===== config.mk =====
export PLATFORM = sky130hd
export DESIGN_NAME = bitmap_slot_allocator_flat
export DESIGN_NICKNAME = d
export VERILOG_FILES = /design/src/rtl/core/bsa_pkg.sv /design/src/rtl/core/bsa_req_if.sv /design/src/rtl/core/bsa_rsp_if.sv /design/src/rtl/core/bsa_word_eval.sv /design/src/rtl/core/bitmap_slot_allocator.sv /design/src/flat_wrapper.sv
export SDC_FILE = /design/constraint.sdc
export NUM_CORES = 1
export LEC_CHECK = 0
export ABC_AREA = 0
export BUFFER_PORTS_ARGS = -buffer_cell sky130_fd_sc_hd__buf_2
export CORE_MARGIN = 2
export CORE_UTILIZATION = 26
export CTS_BUF_LIST = sky130_fd_sc_hd__clkbuf_8
export CTS_CLUSTER_DIAMETER = 80
export DETAILED_ROUTE_END_ITERATION = 8
export PLACE_DENSITY_LB_ADDON = 0.15
export SLEW_MARGIN = 20
export SYNTH_ARGS = -nofsm -noshare
export SYNTH_HDL_FRONTEND = slang
export SYNTH_SLANG_ARGS = --single-unit

===== constraint.sdc =====
create_clock -name i_clk -period 8.7 [get_ports i_clk]
set_clock_uncertainty 0.15 [all_clocks]
set_input_delay 0 -clock i_clk [delete_from_list [all_inputs] [get_ports i_clk]]
set_output_delay 0 -clock i_clk [all_outputs]
set_load 0.02 [all_outputs]

===== src/rtl/core/bsa_pkg.sv =====
// Package for the bitmap slot allocator: map geometry, codes, shared types
// and the lowest-set-bit finder. No dependencies.
`default_nettype none

package bsa_pkg;

    localparam int MAX_SLOTS = 256;
    localparam int WORD_BITS = 32;
    localparam int MAP_WORDS = 8;
    localparam int CAP_SLOTS = (MAP_WORDS * WORD_BITS < MAX_SLOTS) ?
                               MAP_WORDS * WORD_BITS : MAX_SLOTS;

    localparam int BIT_W  = $clog2(WORD_BITS);
    localparam int WIDX_W = (MAP_WORDS > 1) ? $clog2(MAP_WORDS) : 1;
    localparam int SLOT_W = 8;
    localparam int CNT_W  = 9;
    localparam int OP_W   = 2;
    localparam int ST_W   = 3;

    typedef logic [WORD_BITS-1:0] t_word;
    typedef logic [BIT_W-1:0]     t_bidx;
    typedef logic [WIDX_W-1:0]    t_widx;
    typedef logic [SLOT_W-1:0]    t_slot;
    typedef logic [CNT_W-1:0]     t_cnt;

    typedef enum logic [OP_W-1:0] {
        OP_ALLOC   = 2'd0,
        OP_FREE    = 2'd1,
        OP_RESERVE = 2'd2
    } t_op;

    typedef enum logic [ST_W-1:0] {
        ST_OK    = 3'd0,
        ST_RANGE = 3'd1,
        ST_CLEAR = 3'd2,
        ST_SET   = 3'd3,
        ST_FULL  = 3'd4
    } t_status;

    typedef enum logic [2:0] {
        S_IDLE,
        S_SCAN,
        S_DRAIN,
        S_WRITE,
        S_OUT
    } t_state;

    typedef struct packed {
        logic  found;
        t_bidx idx;
    } t_find;

    typedef struct packed {
        logic  tgt;
        logic  chg;
        logic  free_found;
        t_bidx free_bit;
        logic  used_found;
        t_bidx used_bit;
        t_word mod_data;
    } t_eval;

    function automatic t_find find_low(input t_word v);
        t_find r;
        r.found = 1'b0;
        r.idx   = '0;
        for (int i = WORD_BITS - 1; i >= 0; i--) begin
            if (v[i]) begin
                r.found = 1'b1;
                r.idx   = t_bidx'(i);
            end
        end
        return r;
    endfunction

endpackage

`default_nettype wire


===== src/rtl/core/bsa_req_if.sv =====
// Request channel of the slot allocator: valid/ready plus one item.
// Depends on bsa_pkg.
`default_nettype none

interface bsa_req_if;
    import bsa_pkg::*;

    logic              valid;
    logic              ready;
    logic [OP_W-1:0]   operation;
    logic [SLOT_W-1:0] slot_index;

    modport source (output valid, operation, slot_index, input ready);
    modport sink   (input valid, operation, slot_index, output ready);
endinterface

`default_nettype wire


===== src/rtl/core/bsa_rsp_if.sv =====
// Result channel of the slot allocator: valid/ready plus one item.
// Depends on bsa_pkg.
`default_nettype none

interface bsa_rsp_if;
    import bsa_pkg::*;

    logic              valid;
    logic              ready;
    logic [ST_W-1:0]   status;
    logic [SLOT_W-1:0] granted_index;
    logic              any_used;
    logic [SLOT_W-1:0] lowest_used;

    modport source (output valid, status, granted_index, any_used, lowest_used,
                    input ready);
    modport sink   (input valid, status, granted_index, any_used, lowest_used,
                    output ready);
endinterface

`default_nettype wire


===== src/rtl/core/bsa_word_eval.sv =====
// Shared per-word unit: masks one map word to the live slot range, applies a
// pending free/reserve, and finds the lowest free and lowest used bit.
// Depends on bsa_pkg.
`default_nettype none

module bsa_word_eval (
    input  var bsa_pkg::t_word          i_data,
    input  var bsa_pkg::t_widx          i_word,
    input  var logic [bsa_pkg::OP_W-1:0] i_op,
    input  var bsa_pkg::t_slot          i_idx,
    input  var bsa_pkg::t_cnt           i_num,
    input  var logic                    i_apply,
    output bsa_pkg::t_eval              o_eval
);
    import bsa_pkg::*;

    t_cnt  base;
    t_word mask;
    t_word bit_m;
    logic  tgt;
    logic  tbit;
    logic  want;
    logic  rw;
    logic  chg;
    t_word mod_data;
    t_find f_free;
    t_find f_used;

    always_comb begin
        base = t_cnt'(i_word) << BIT_W;
        if (i_num >= base + t_cnt'(WORD_BITS)) begin
            mask = '1;
        end else if (i_num <= base) begin
            mask = '0;
        end else begin
            mask = (t_word'(1) << i_num[BIT_W-1:0]) - t_word'(1);
        end

        bit_m = t_word'(1) << i_idx[BIT_W-1:0];
        tgt   = (t_widx'(i_idx >> BIT_W) == i_word);
        tbit  = i_data[i_idx[BIT_W-1:0]];
        want  = (i_op == OP_RESERVE);
        rw    = (i_op == OP_FREE) || (i_op == OP_RESERVE);
        chg   = i_apply && rw && tgt && (tbit != want);

        if (!chg) begin
            mod_data = i_data;
        end else if (want) begin
            mod_data = i_data | bit_m;
        end else begin
            mod_data = i_data & ~bit_m;
        end

        f_free = find_low(~i_data & mask);
        f_used = find_low(mod_data & mask);

        o_eval.tgt        = tgt && rw;
        o_eval.chg        = chg;
        o_eval.free_found = f_free.found;
        o_eval.free_bit   = f_free.idx;
        o_eval.used_found = f_used.found;
        o_eval.used_bit   = f_used.idx;
        o_eval.mod_data   = mod_data;
    end

endmodule

`default_nettype wire


===== src/rtl/core/bitmap_slot_allocator.sv =====
// Bitmap slot allocator: used-slot map in a word memory, scanned word by word
// through bsa_word_eval. Depends on bsa_pkg, bsa_req_if, bsa_rsp_if.
//
// Channels: i_req carries an operation (allocate, free, reserve) and a slot
// index; o_rsp returns status, granted slot, any-used flag and lowest used
// slot. Both are valid/ready; an item moves when valid and ready are high.
// i_cfg_we/i_cfg_data write num_slots; write it only while the block is idle.
//
// A request passes through S_SCAN, S_DRAIN, S_WRITE and S_OUT before its result is valid.
// Every request scans all 8 map words, one per cycle through the single
// memory read port and the shared word unit, then writes back at most one word.
// i_req.ready is high only when idle, so no new request is taken while one is in work.
// The result sits in an output register; the next request is accepted while
// it waits. If the receiver stalls, the following item waits before its
// result is loaded, and the block stops taking new requests.
//
// Reset: the map reads as all free (per-word valid bits are cleared), and
// num_slots returns to 256. No clearing pass is needed.
`default_nettype none

module bitmap_slot_allocator (
    input  var logic                     i_clk,
    input  var logic                     i_rst_n,
    bsa_req_if.sink                      i_req,
    bsa_rsp_if.source                    o_rsp,
    input  var logic                     i_cfg_we,
    input  var logic [bsa_pkg::CNT_W-1:0] i_cfg_data
);
    import bsa_pkg::*;

    t_state r_state, n_state;

    t_cnt             r_num_slots;
    t_cnt             r_n;
    logic [OP_W-1:0]  r_op;
    t_slot            r_idx;
    logic [ST_W-1:0]  r_status;

    t_word r_mem [MAP_WORDS];
    logic  [MAP_WORDS-1:0] r_wvld;
    t_word r_rd_data;
    logic  r_rd_vld;
    t_widx r_raddr;
    t_widx r_eval_w;
    logic  r_pend;

    logic  r_free_found;
    t_slot r_free_slot;
    t_word r_free_data;
    logic  r_used_found;
    t_slot r_used_slot;
    logic  r_wr_en;
    t_word r_wr_data;

    logic [ST_W-1:0] r_res_status;
    t_slot           r_res_grant;
    logic            r_res_any;
    t_slot           r_res_low;

    logic            r_out_vld;
    logic [ST_W-1:0] r_out_status;
    t_slot           r_out_grant;
    logic            r_out_any;
    t_slot           r_out_low;

    t_eval ev;
    t_word ev_data;
    t_cnt  n_eff;
    logic  accept;
    logic  rd_go;
    logic  wr_go;
    logic  out_load;
    logic  is_rw;
    t_widx wr_addr;
    t_word wr_data;
    logic  wr_en;

    assign accept  = i_req.valid && i_req.ready;
    assign ev_data = r_rd_vld ? r_rd_data : '0;
    assign n_eff   = (r_num_slots > t_cnt'(CAP_SLOTS)) ? t_cnt'(CAP_SLOTS) : r_num_slots;
    assign is_rw   = (r_op == OP_FREE) || (r_op == OP_RESERVE);

    bsa_word_eval u_eval (
        .i_data  (ev_data),
        .i_word  (r_eval_w),
        .i_op    (r_op),
        .i_idx   (r_idx),
        .i_num   (r_n),
        .i_apply (r_status == ST_OK),
        .o_eval  (ev)
    );

    // next state
    always_comb begin
        n_state = r_state;
        case (r_state)
            S_IDLE: begin
                if (i_req.valid) begin
                    n_state = S_SCAN;
                end
            end
            S_SCAN: begin
                if (r_raddr == t_widx'(MAP_WORDS - 1)) begin
                    n_state = S_DRAIN;
                end
            end
            S_DRAIN: n_state = S_WRITE;
            S_WRITE: n_state = S_OUT;
            S_OUT: begin
                if (!r_out_vld || o_rsp.ready) begin
                    n_state = S_IDLE;
                end
            end
            default: n_state = S_IDLE;
        endcase
    end

    // outputs
    always_comb begin
        i_req.ready = 1'b0;
        rd_go       = 1'b0;
        wr_go       = 1'b0;
        out_load    = 1'b0;
        case (r_state)
            S_IDLE:  i_req.ready = 1'b1;
            S_SCAN:  rd_go = 1'b1;
            S_DRAIN: ;
            S_WRITE: wr_go = 1'b1;
            S_OUT:   out_load = !r_out_vld || o_rsp.ready;
            default: ;
        endcase
    end

    always_comb begin
        wr_en   = 1'b0;
        wr_addr = t_widx'(r_idx >> BIT_W);
        wr_data = r_wr_data;
        if (wr_go) begin
            if (r_op == OP_ALLOC && r_free_found) begin
                wr_en   = 1'b1;
                wr_addr = t_widx'(r_free_slot >> BIT_W);
                wr_data = r_free_data | (t_word'(1) << r_free_slot[BIT_W-1:0]);
            end else if (r_wr_en) begin
                wr_en = 1'b1;
            end
        end
    end

    always_ff @(posedge i_clk) begin
        if (!i_rst_n) begin
            r_state     <= S_IDLE;
            r_num_slots <= t_cnt'(256);
            r_wvld      <= '0;
            r_pend      <= 1'b0;
            r_out_vld   <= 1'b0;
        end else begin
            r_state <= n_state;
            r_pend  <= rd_go;
            if (i_cfg_we) begin
                r_num_slots <= i_cfg_data;
            end
            if (wr_en) begin
                r_wvld[wr_addr] <= 1'b1;
            end
            if (out_load) begin
                r_out_vld <= 1'b1;
            end else if (o_rsp.ready) begin
                r_out_vld <= 1'b0;
            end
        end
    end

    // map memory
    always_ff @(posedge i_clk) begin
        if (wr_en) begin
            r_mem[wr_addr] <= wr_data;
        end
        r_rd_data <= r_mem[r_raddr];
        r_rd_vld  <= r_wvld[r_raddr];
        r_eval_w  <= r_raddr;
    end

    // request context and scan tracking
    always_ff @(posedge i_clk) begin
        if (accept) begin
            r_op         <= i_req.operation;
            r_idx        <= i_req.slot_index;
            r_n          <= n_eff;
            r_raddr      <= '0;
            r_free_found <= 1'b0;
            r_used_found <= 1'b0;
            r_wr_en      <= 1'b0;
            r_free_slot  <= '0;
            r_used_slot  <= '0;
            if (i_req.operation == OP_ALLOC) begin
                r_status <= ST_OK;
            end else if ((i_req.operation == OP_FREE || i_req.operation == OP_RESERVE)
                         && ({1'b0, i_req.slot_index} < n_eff)) begin
                r_status <= ST_OK;
            end else begin
                r_status <= ST_RANGE;
            end
        end else begin
            if (rd_go) begin
                r_raddr <= r_raddr + t_widx'(1);
            end
            if (r_pend) begin
                if (!r_free_found && ev.free_found) begin
                    r_free_found <= 1'b1;
                    r_free_slot  <= t_slot'({r_eval_w, ev.free_bit});
                    r_free_data  <= ev_data;
                end
                if (!r_used_found && ev.used_found) begin
                    r_used_found <= 1'b1;
                    r_used_slot  <= t_slot'({r_eval_w, ev.used_bit});
                end
                if (ev.tgt && r_status == ST_OK) begin
                    if (ev.chg) begin
                        r_wr_en   <= 1'b1;
                        r_wr_data <= ev.mod_data;
                    end else if (r_op == OP_RESERVE) begin
                        r_status <= ST_SET;
                    end else begin
                        r_status <= ST_CLEAR;
                    end
                end
            end
        end
    end

    // result assembly
    always_ff @(posedge i_clk) begin
        if (wr_go) begin
            if (r_op == OP_ALLOC && r_free_found) begin
                r_res_status <= ST_OK;
                r_res_grant  <= r_free_slot;
                r_res_any    <= 1'b1;
                r_res_low    <= (!r_used_found || r_free_slot < r_used_slot) ?
                                r_free_slot : r_used_slot;
            end else begin
                r_res_grant <= '0;
                r_res_any   <= r_used_found;
                r_res_low   <= r_used_found ? r_used_slot : '0;
                if (r_op == OP_ALLOC) begin
                    r_res_status <= ST_FULL;
                end else if (!is_rw) begin
                    r_res_status <= ST_RANGE;
                end else begin
                    r_res_status <= r_status;
                end
            end
        end
        if (out_load) begin
            r_out_status <= r_res_status;
            r_out_grant  <= r_res_grant;
            r_out_any    <= r_res_any;
            r_out_low    <= r_res_low;
        end
    end

    assign o_rsp.valid         = r_out_vld;
    assign o_rsp.status        = r_out_status;
    assign o_rsp.granted_index = r_out_grant;
    assign o_rsp.any_used      = r_out_any;
    assign o_rsp.lowest_used   = r_out_low;

endmodule

`default_nettype wire


===== src/flat_wrapper.sv =====
// flat-port wrapper written by rule: the top's interface ports become plain ports
module bitmap_slot_allocator_flat import bsa_pkg::*;
  (i_clk, i_rst_n, i_cfg_we, i_cfg_data, i_req_valid, i_req_operation, i_req_slot_index, i_req_ready, o_rsp_valid, o_rsp_status, o_rsp_granted_index, o_rsp_any_used, o_rsp_lowest_used, o_rsp_ready);
  bsa_req_if i_req_i ();
  bsa_rsp_if o_rsp_i ();
  input  var logic i_clk;
  input  var logic i_rst_n;
  input  var logic i_cfg_we;
  input  var logic [bsa_pkg::CNT_W-1:0] i_cfg_data;
  input wire logic [$bits(i_req_i.valid)-1:0] i_req_valid;
  input wire logic [$bits(i_req_i.operation)-1:0] i_req_operation;
  input wire logic [$bits(i_req_i.slot_index)-1:0] i_req_slot_index;
  output wire logic [$bits(i_req_i.ready)-1:0] i_req_ready;
  output wire logic [$bits(o_rsp_i.valid)-1:0] o_rsp_valid;
  output wire logic [$bits(o_rsp_i.status)-1:0] o_rsp_status;
  output wire logic [$bits(o_rsp_i.granted_index)-1:0] o_rsp_granted_index;
  output wire logic [$bits(o_rsp_i.any_used)-1:0] o_rsp_any_used;
  output wire logic [$bits(o_rsp_i.lowest_used)-1:0] o_rsp_lowest_used;
  input wire logic [$bits(o_rsp_i.ready)-1:0] o_rsp_ready;
  assign i_req_i.valid = i_req_valid;
  assign i_req_i.operation = i_req_operation;
  assign i_req_i.slot_index = i_req_slot_index;
  assign i_req_ready = i_req_i.ready;
  assign o_rsp_valid = o_rsp_i.valid;
  assign o_rsp_status = o_rsp_i.status;
  assign o_rsp_granted_index = o_rsp_i.granted_index;
  assign o_rsp_any_used = o_rsp_i.any_used;
  assign o_rsp_lowest_used = o_rsp_i.lowest_used;
  assign o_rsp_i.ready = o_rsp_ready;
  bitmap_slot_allocator u_core (.i_clk(i_clk), .i_rst_n(i_rst_n), .i_req(i_req_i), .o_rsp(o_rsp_i), .i_cfg_we(i_cfg_we), .i_cfg_data(i_cfg_data));
endmodule

==> metrics.txt, run 1 <==
endpoints failing setup=0; post-synthesis sequential area ratio=61.9%; Crit path max-delay family=compound AO/OA/AOI/OAI gates; top_reg_cell synth=edfxtp_1; WP data arrival=6.05 ns; wire per inst=23.8 um; Final Power=4.92 mW; fmax=176 MHz; CTS resizes=0; Layout area overhead=17.1%; setup tns final=0 ns; Yosys warnings=0; clk sinks=461; Post-CTS Hold Fix Bufs=60; CP max FO=30; Initial Util=26.2%; net switching power=1.22 mW; pin count of the biggest net entering global routing=67; Worst Hold Class=primary input to register; max-cap violations=0; port bufs=45; Post-Route WL=67,700 um; antenna violations before repair=2; final hold vios=0; Post-Place Cell Area=22,500 sq um; Combinational Power Share=8.8%; Avg Cell Area, Syn=13.2 sq um; CP bufs+invs=2; Die X=289 um; CTS tree=built; part of the power in registers=51.1%; Die Y=289 um; commonest cells in the netlist=381 x edfxtp_1, 128 x nand2_1, 95 x a21oi_1, 94 x o21ai_0, 80 x dfxtp_1; Util after Layout=30.7%; ANT nets after route=0; CTS clk-pin slew, worst paths=0.06 ns; total setup buffers inserted after CTS=0; final period utilization=65.3%; status=complete, no violations; top cells by area, synth=edfxtp_1 54%, dfxtp_1 7.6%, mux4_2 7.1%, nand2_1 2.3%, a21oi_1 2.3%; Global Route Usage Sum=16.2%; Clock power frac=40.1%; cell breakdown of the critical path=nor3_2 -> nand2_1 -> ha_1 -> nor4bb_1 -> a22oi_1 -> o22ai_1 -> o21ai_0 -> a221oi_1 -> buf_4 -> a2111oi_0 -> buf_4 -> and4_1 -> and4_1 -> a41oi_4 -> o2111ai_1 -> o31ai_1; area leader, netlist=edfxtp_1; Core Box Area=80,400 sq um; DR iter-0 viols=1,207; grt ovf=0; Root Buffer=clkbuf_8; TritonRoute pass-1 iters=6; Setup crit start kind=register; max_slew headroom=20.9%; first-pass GRT wire length=98,900 um; Async S/R FF share, synth=0%; synthesized cell area=21,100 sq um; pwr/cell area=199 nW/um^2; vias in the first global route=14,400; Site Rows=104; synthesized net count=1,654; worst-margin pin slew=1.18 ns; DRC Markers=0; # H-tree levels=3; CP peak stage delay=0.97 ns; total CTS buffers=83; slowest CP cell=edfxtp_1; Vias=14,200; leak pwr=8.46 nW; Clock Latency Late Sink=0.67 ns; Slew Limit Fails=0; DP HPWL=45,200 um; layout cell share with drive strength beyond 1=18.4%; distinct cell type count after synthesis=94; minimum clock period=5.68 ns; Final Instance Area=24,700 sq um; P_int=3.69 mW; via density per instance=5.00; crit end category=register; Max Buffers Root-to-Sink=3; Peak VDD IR=0.0892 mV; cells after synthesis=1,602; most common cell in the netlist=edfxtp_1; share of the synthesized area in the top cell type=54.3%; RSZ-0062 raised after global routing=false; Fillers=8,233; switching share of power=24.9%; CP Class=register to register; Placer Congestion=0.921; Worst EP required=9.07 ns; Yosys reg bits=461; die area=83,400 sq um; IO Pins=46; number of synthesized flops with an enable pin=381; nets=1,775
## worst min-delay path, stage by stage
cell and delay [ns]:
dlygate4sd3_1 0.52, buf_2 0.10, nor2b_1 0.06, o21a_1 0.18
## final cells by class
type | count | area [sq um] | area share, %
Timing Repair Buffer | 137 | 1070 | 4.32
Clock inverter | 60 | 404 | 1.64
Inverter | 73 | 274 | 1.11
Tap cell | 1060 | 1330 | 5.37
Sequential cell | 461 | 13100 | 52.8
Antenna cell | 2 | 5.00 | 0.0203
Clock buffer | 87 | 1200 | 4.85
Multi-Input combinational cell | 967 | 7370 | 29.9
## metrics by stage
stage	hold slack, ns	worst slack [ns]	std cells
5_1_grt	0.101	2.74	2846
3_5_place_dp	0.0453	3.21	2638
6_report	0.0979	3.02	2847
2_1_floorplan	-0.0511	3.10	1602
4_1_cts	0.0380	3.18	2845
3_3_place_gp	0.0437	3.24	2638
## layer usage
metal  share of wire [%]  GRT usage, %  wire [um]  vias up
li1                    -             -          -     6466
met1                  45          21.7      30700     7270
met2                  47          26.1      31800      411
met3                 4.8          2.90       3260      100
met4                 2.9          6.04       1980        0
met5                   0             0          0        -
## power groups by stage
| stage | registers (mW) | clock network [mW] | logic (mW) |
|---|---|---|---|
| after global placement | 2.56 | 0 | 0.414 |
| after floorplan | 2.48 | 0 | 0.340 |
| after global routing | 2.52 | 2.15 | 0.471 |
| after detailed placement | 2.56 | 0 | 0.413 |
| after CTS | 2.52 | 2.05 | 0.437 |
| final | 2.51 | 1.97 | 0.432 |
## registers in the layout, indices dropped and copies added, names as in the netlist, 9 cells and up
signal / flops
u_core.r_rd_data: 32
u_core.r_mem: 256
u_core.r_free_data: 32
u_core.r_num_slots: 9
u_core.r_n: 9
u_core.r_wr_data: 32
## cells in the final DEF (no fill, tap or decap), types with 11 or more instances in the layout
cell           instances
clkinv_1              11
a31oi_1               19
buf_2                 45
a22oi_1               17
clkbuf_8              87
and2_1                17
a21o_1                17
nand2b_1              20
edfxtp_1             381
o22ai_1               21
and3_1                13
o21ai_0               94
o211ai_1              15
ha_1                  28
mux4_2                66
nor2b_1               31
mux2_2                33
nor3_1                27
mux2i_1               16
o21a_1                21
nand3_1               20
o41ai_1               13
a21oi_1               95
nand2_1              128
dlygate4sd3_1         60
buf_4                 32
dfxtp_1               77
nor2_1                59
inv_1                107
a22o_1                12
## cells by family (layout without fill, tap and decap cells)
family                     after synthesis  after routing  share of synthesized area, %
adders and majority gates               28             28                          1.66
AOI/OAI and AO/OA                      425            425                          13.7
and+or+nand+nor                        392            392                          9.45
buffers and inverters                  174            357                          3.50
muxes                                  115            115                          9.57
other                                    0              2                             0
xor gates and xnor gates                 7              7                         0.291
DFF                                    461            461                          61.9
## final timing paths
| kind | startpoint | cells past startpoint | endpoint | slack, ns |
|---|---|---|---|---|
| worst max-delay path | u_core.r_n[3] | 16 | u_core.r_used_slot[2] | 3.02 |
| worst min-delay path | o_rsp_ready | 4 | u_core.o_rsp.valid | 0.1 |
| worst max register to register | u_core.r_n[3] | 16 | u_core.r_used_slot[2] | 3.02 |
| worst min register to register | u_core.r_res_grant[5] | 0 | u_core.o_rsp.granted_index[5] | 0.26 |
Note: power is estimated with default switching activity, not from simulation.
==> run 2: changes to the inputs <==
==> constraint.sdc (replaced) <==
create_clock -name i_clk -period 5.1 [get_ports i_clk]
set_clock_uncertainty 0.15 [all_clocks]
set_input_delay 0 -clock i_clk [delete_from_list [all_inputs] [get_ports i_clk]]
set_output_delay 0 -clock i_clk [all_outputs]
set_load 0.02 [all_outputs]
==> run 2 against run 1 <==
  * Maximum frequency up 18%
  * Global-route usage is 0.85 points higher
  * Combinational power increased by 79%
  * Setup slack worse by 2.7 ns
  * Count of clock-buffer cells in the layout rose by 4
  * Via count rose by 1.9%
  * Register-to-register slack got worse by 2.7 ns
  * Sequential power increased by 71%
  * Non-clock buffer count is 44 higher
  * Worst hold slack better by 0.0012 ns
  * Clock power up 65%
  * Sequential share of layout area decreased by 0.84 points
  * Critical path type unchanged
==> metrics.txt, run 2 (synthesized netlist as in run 1, its figures left out) <==
status=complete, no violations; Worst Hold Class=primary input to register; Worst Hold Endpoint=u_core.r_state[2]; grt ovf=0; Core Box Area=80,400 sq um; crit end category=register; switching share of power=25.5%; RR Startpoint=u_core.r_idx[0]; Hold Crit Depth=5; Die X=289 um; Global Route Usage Sum=17.1%; Vias=14,500; Biggest register=u_core.r_mem; clk sinks=461; Root Buffer=clkbuf_8; Fillers=8,175; CP max FO=12; reg2reg end=u_core.r_used_slot[2]; DP HPWL=50,100 um; total CTS buffers=82; DRC Markers=0; Clock Latency Late Sink=0.67 ns; most frequent cells in the layout=381 x edfxtp_1, 128 x nand2_1, 107 x inv_1; nets=1,818; vias in the first global route=14,700; wire per inst=24.7 um; Max Buffers Root-to-Sink=3; pin count of the biggest net entering global routing=53; Placer Congestion=0.982; part of the power in registers=51.5%; Die Y=289 um; Initial Util=26.2%; max-cap violations=0; die area=83,400 sq um; Largest register FFs=256; Worst EP required=5.47 ns; R2R Setup Slk=0.29 ns; RSZ-0062 raised after global routing=false; Layout area overhead=19.0%; leak pwr=8.68 nW; endpoints failing setup=0; Slew Limit Fails=0; fmax=208 MHz; Post-Route WL=71,600 um; minimum clock period=4.81 ns; R2R depth=12; commonest non-fill, non-tap cell in the layout=edfxtp_1; CTS resizes=0; via density per instance=5.01; worst-margin pin slew=1.11 ns; # H-tree levels=3; final period utilization=94.3%; Combinational Power Share=9.3%; area of the multi-input gates=7380 sq um; Clock power frac=39.2%; CP Class=register to register; antenna violations before repair=4; DR iter-0 viols=1,127; IO Pins=46; CTS tree=built; P_int=6.19 mW; CTS clk-pin slew, worst paths=0.06 ns; Hold Startpoint=o_rsp_ready; TritonRoute pass-1 iters=5; first-pass GRT wire length=103,000 um; layout cell share with drive strength beyond 1=20.6%; Fin Hold WS=0.0990 ns; ANT nets after route=0; net switching power=2.12 mW; Site Rows=104; port bufs=45; FF/Latch Area=13,100 sq um; max_slew headroom=25.4%; pwr/cell area=331 nW/um^2; worst setup margin=0.293 ns; Peak VDD IR=0.144 mV; WP data arrival=5.18 ns; Setup WS pre-CTS=0.0963 ns; Setup crit start kind=register; final hold vios=0
[run 2: critical path, cell delays in order (launching register included)]
cell       delay [ns]
edfxtp_1         0.77
nand2b_1         0.45
o221ai_1         0.34
a22oi_2          0.17
a22oi_4          0.37
buf_4            0.29
o41ai_1          0.11
nor3_1           0.60
o21ai_1          0.32
nor4_4           0.47
a41oi_4          0.31
o2111ai_1        0.21
o31ai_1          0.10
[run 2: worst max-delay path by stage]
stage / from / end / slack [ns]
floorplan: u_core.r_state[1] / u_core.r_mem[3][0] / -0.20
finish: u_core.r_idx[0] / u_core.r_used_slot[2] / 0.29
detailed placement: u_core.r_idx[0] / u_core.r_used_slot[2] / 0.1
CTS: u_core.r_idx[0] / u_core.r_used_slot[2] / 0.06
global route: u_core.r_idx[0] / u_core.r_used_slot[2] / 0.02
global placement: u_core.r_idx[0] / u_core.r_used_slot[2] / 0.04
[run 2: metrics by stage]
step	utilization, %	cells	setup TNS, ns	instance area, sq um	power (mW)
finish	31.2	2896	0	25100	8.31
detailed placement	28.5	2680	0	22900	5.10
CTS	31.2	2892	0	25100	8.46
global route	31.2	2895	0	25100	8.69
global placement	28.5	2680	0	22900	5.10
floorplan	-	1602	-13.04	21100	4.81
[run 2: final cells by class]
cell class,instances,area share (%)
sequential,461,52.0
timing repair buffer,181,5.93
inverter,73,1.09
tap,1060,5.29
clock buffer,91,4.99
multi-input combinational,967,29.4
clock inverter,61,1.26
antenna,2,0.0199
[run 2: routing by layer]
layer	routed length, um	vias up	share of wire, %	global-route usage [%]
met2	33200	465	46	27.0
met4	2020	2	2.8	5.98
met5	9	-	0.013	0
li1	-	6542	-	-
met1	32400	7396	45	23.4
met3	3940	117	5.5	3.07
[run 2: power groups by stage]
stage / logic (mW) / clock network (mW) / registers, mW
after global placement: 0.738 / 0 / 4.37
after detailed placement: 0.734 / 0 / 4.36
after CTS: 0.775 / 3.40 / 4.29
after floorplan: 0.580 / 0 / 4.23
final: 0.775 / 3.26 / 4.28
after global routing: 0.840 / 3.56 / 4.29
[run 2: timing repair]
item | 4_1_cts | 5_1_grt
setup buffers | 0 | 2
hold buffers | 60 | 0
setup endpoints to repair | 0 | 7
endpoints found under the hold margin | 65 | 0
==> run 3: changes to the inputs <==
--- a/config.mk
+++ b/config.mk
@@ -9,7 +9,6 @@
 export BUFFER_PORTS_ARGS = -buffer_cell sky130_fd_sc_hd__buf_2
 export CORE_MARGIN = 2
 export CORE_UTILIZATION = 26
-export CTS_BUF_LIST = sky130_fd_sc_hd__clkbuf_8
 export CTS_CLUSTER_DIAMETER = 80
 export DETAILED_ROUTE_END_ITERATION = 8
 export PLACE_DENSITY_LB_ADDON = 0.15
==> run 3 against run 2 <==
  * Critical path depth decreased by 1
  * Via count decreased by 0.88%
  * Maximum frequency decreased by 1.3%
  * Largest power group unchanged
==> metrics.txt, run 3 (synthesized netlist as in run 1, its figures left out) <==
Hold Crit Depth=2; total CTS buffers=55; layout cell share with drive strength beyond 1=19.8%; Initial Util=26.2%; IO Pins=46; worst-margin pin slew=1.22 ns; ANT nets after route=0; DR iter-0 viols=1,305; Fillers=8,116; Vias=14,400; Post-Place Cell Area=22,900 sq um; Worst EP required=5.41 ns; Final Power=8.94 mW; Biggest register=u_core.r_mem; pin count of the biggest net entering global routing=53; # H-tree levels=2; commonest non-fill, non-tap cell in the layout=edfxtp_1; grt ovf=0; vias in the first global route=14,400; fmax=205 MHz; pwr/cell area=354 nW/um^2; leak pwr=8.59 nW; CP max FO=12; via density per instance=5.08; Die Y=289 um; Site Rows=104; Largest register FFs=256; final hold vios=0; # diodes=0; nets=1,780; DRC Markers=0; WP data arrival=5.18 ns; status=complete, no violations; Setup crit start kind=register; CP Class=register to register; Die X=289 um; first-pass GRT wire length=102,000 um; Fin Hold WS=0.0296 ns; Slew Limit Fails=0; R2R depth=11; antenna violations before repair=3; Setup WS pre-CTS=0.0963 ns; clk sinks=461; crit end category=register; endpoints failing setup=0; Placer Congestion=0.982; Max Buffers Root-to-Sink=3; DP HPWL=50,100 um; die area=83,400 sq um; Global Route Usage Sum=16.9%; worst setup margin=0.232 ns; most frequent cells in the layout=381 x edfxtp_1, 128 x nand2_1, 95 x a21oi_1; port bufs=45; Post-Route WL=71,200 um; Root Buffer=clkbuf_16; RSZ-0062 raised after global routing=false; TritonRoute pass-1 iters=5; minimum clock period=4.87 ns; final period utilization=95.5%; CTS clk-pin slew, worst paths=0.06 ns; max_slew headroom=18.0%; Layout area overhead=19.6%; Worst Hold Class=primary input to register; CTS tree=built; Clock Latency Late Sink=0.62 ns; Core Box Area=80,400 sq um; wire per inst=25.1 um; setup tns final=0 ns; Final Instance Area=25,200 sq um; Peak VDD IR=0.245 mV; max-cap violations=0
==> run 3: cell count changes in the layout (fill, tap and decap cells not counted), moves of 4 or more <==
cell,delta
clkbuf_1,+15
inv_1,-36
clkbuf_8,-88
dlygate4sd3_1,-11
bufinv_16,+4
clkbuf_16,+56
==> run 3: per-stage QoR <==
stage               utilization [%]  cells
detailed placement             28.5   2680
floorplan                         -   1602
finish                         31.4   2834
CTS                            31.3   2832
global placement               28.5   2680
global route                   31.4   2834
==> run 3: worst max-delay path, stage by stage (launching register included) <==
cell and delay, ns:
edfxtp_1 0.76, nand2b_1 0.53, o221ai_2 0.34, a22oi_4 0.47, buf_4 0.29, o41ai_1 0.10, nor3_1 0.64, o21ai_1 0.33
nor4_4 0.47, a41oi_4 0.30, o2111ai_1 0.21, o31ai_1 0.10
==> run 3: where the power goes <==
group | switching (mW) | internal (mW) | total (mW)
Combinational | 0.410 | 0.359 | 0.769
Clock | 1.57 | 2.32 | 3.89
Sequential | 0.158 | 4.12 | 4.28
==> run 3: what timing repair did <==
| action | in CTS | in global routing |
|---|---|---|
| setup buffers | 0 | 2 |
| endpoints found under the setup margin | 0 | 8 |
| hold buffers | 49 | 0 |
| resized for setup | 0 | 0 |
| hold endpoints to repair | 65 | 0 |
==> run 3: layer usage <==
| metal | wire length (um) | global-route usage, % | vias to the layer above |
|---|---|---|---|
| met4 | 2300 | 5.41 | 2 |
| li1 | - | - | 6467 |
| met5 | 9 | 0 | - |
| met3 | 3470 | 2.80 | 125 |
| met1 | 32600 | 23.6 | 7359 |
| met2 | 32800 | 26.9 | 441 |
==> run 3: final cells by class <==
class	instances	area, sq um	area share (%)
well taps	1060	1330	5.26
inverters	73	274	1.09
clock inverters	29	310	1.23
flip-flops and latches	461	13100	51.8
multi-input cells	967	7380	29.3
repair buffers	170	1380	5.46
clock buffers	74	1500	5.94
==> run 3: final timing paths <==
| path | from | to | slack, ns |
|---|---|---|---|
| hold reg to reg | u_core.r_res_low[6] | u_core.o_rsp.lowest_used[6] | 0.27 |
| setup / recovery | u_core.r_idx[0] | u_core.r_used_slot[2] | 0.23 |
| hold / removal | i_req_slot_index[0] | u_core.r_idx[0] | 0.03 |
| setup reg to reg | u_core.r_idx[0] | u_core.r_used_slot[2] | 0.23 |
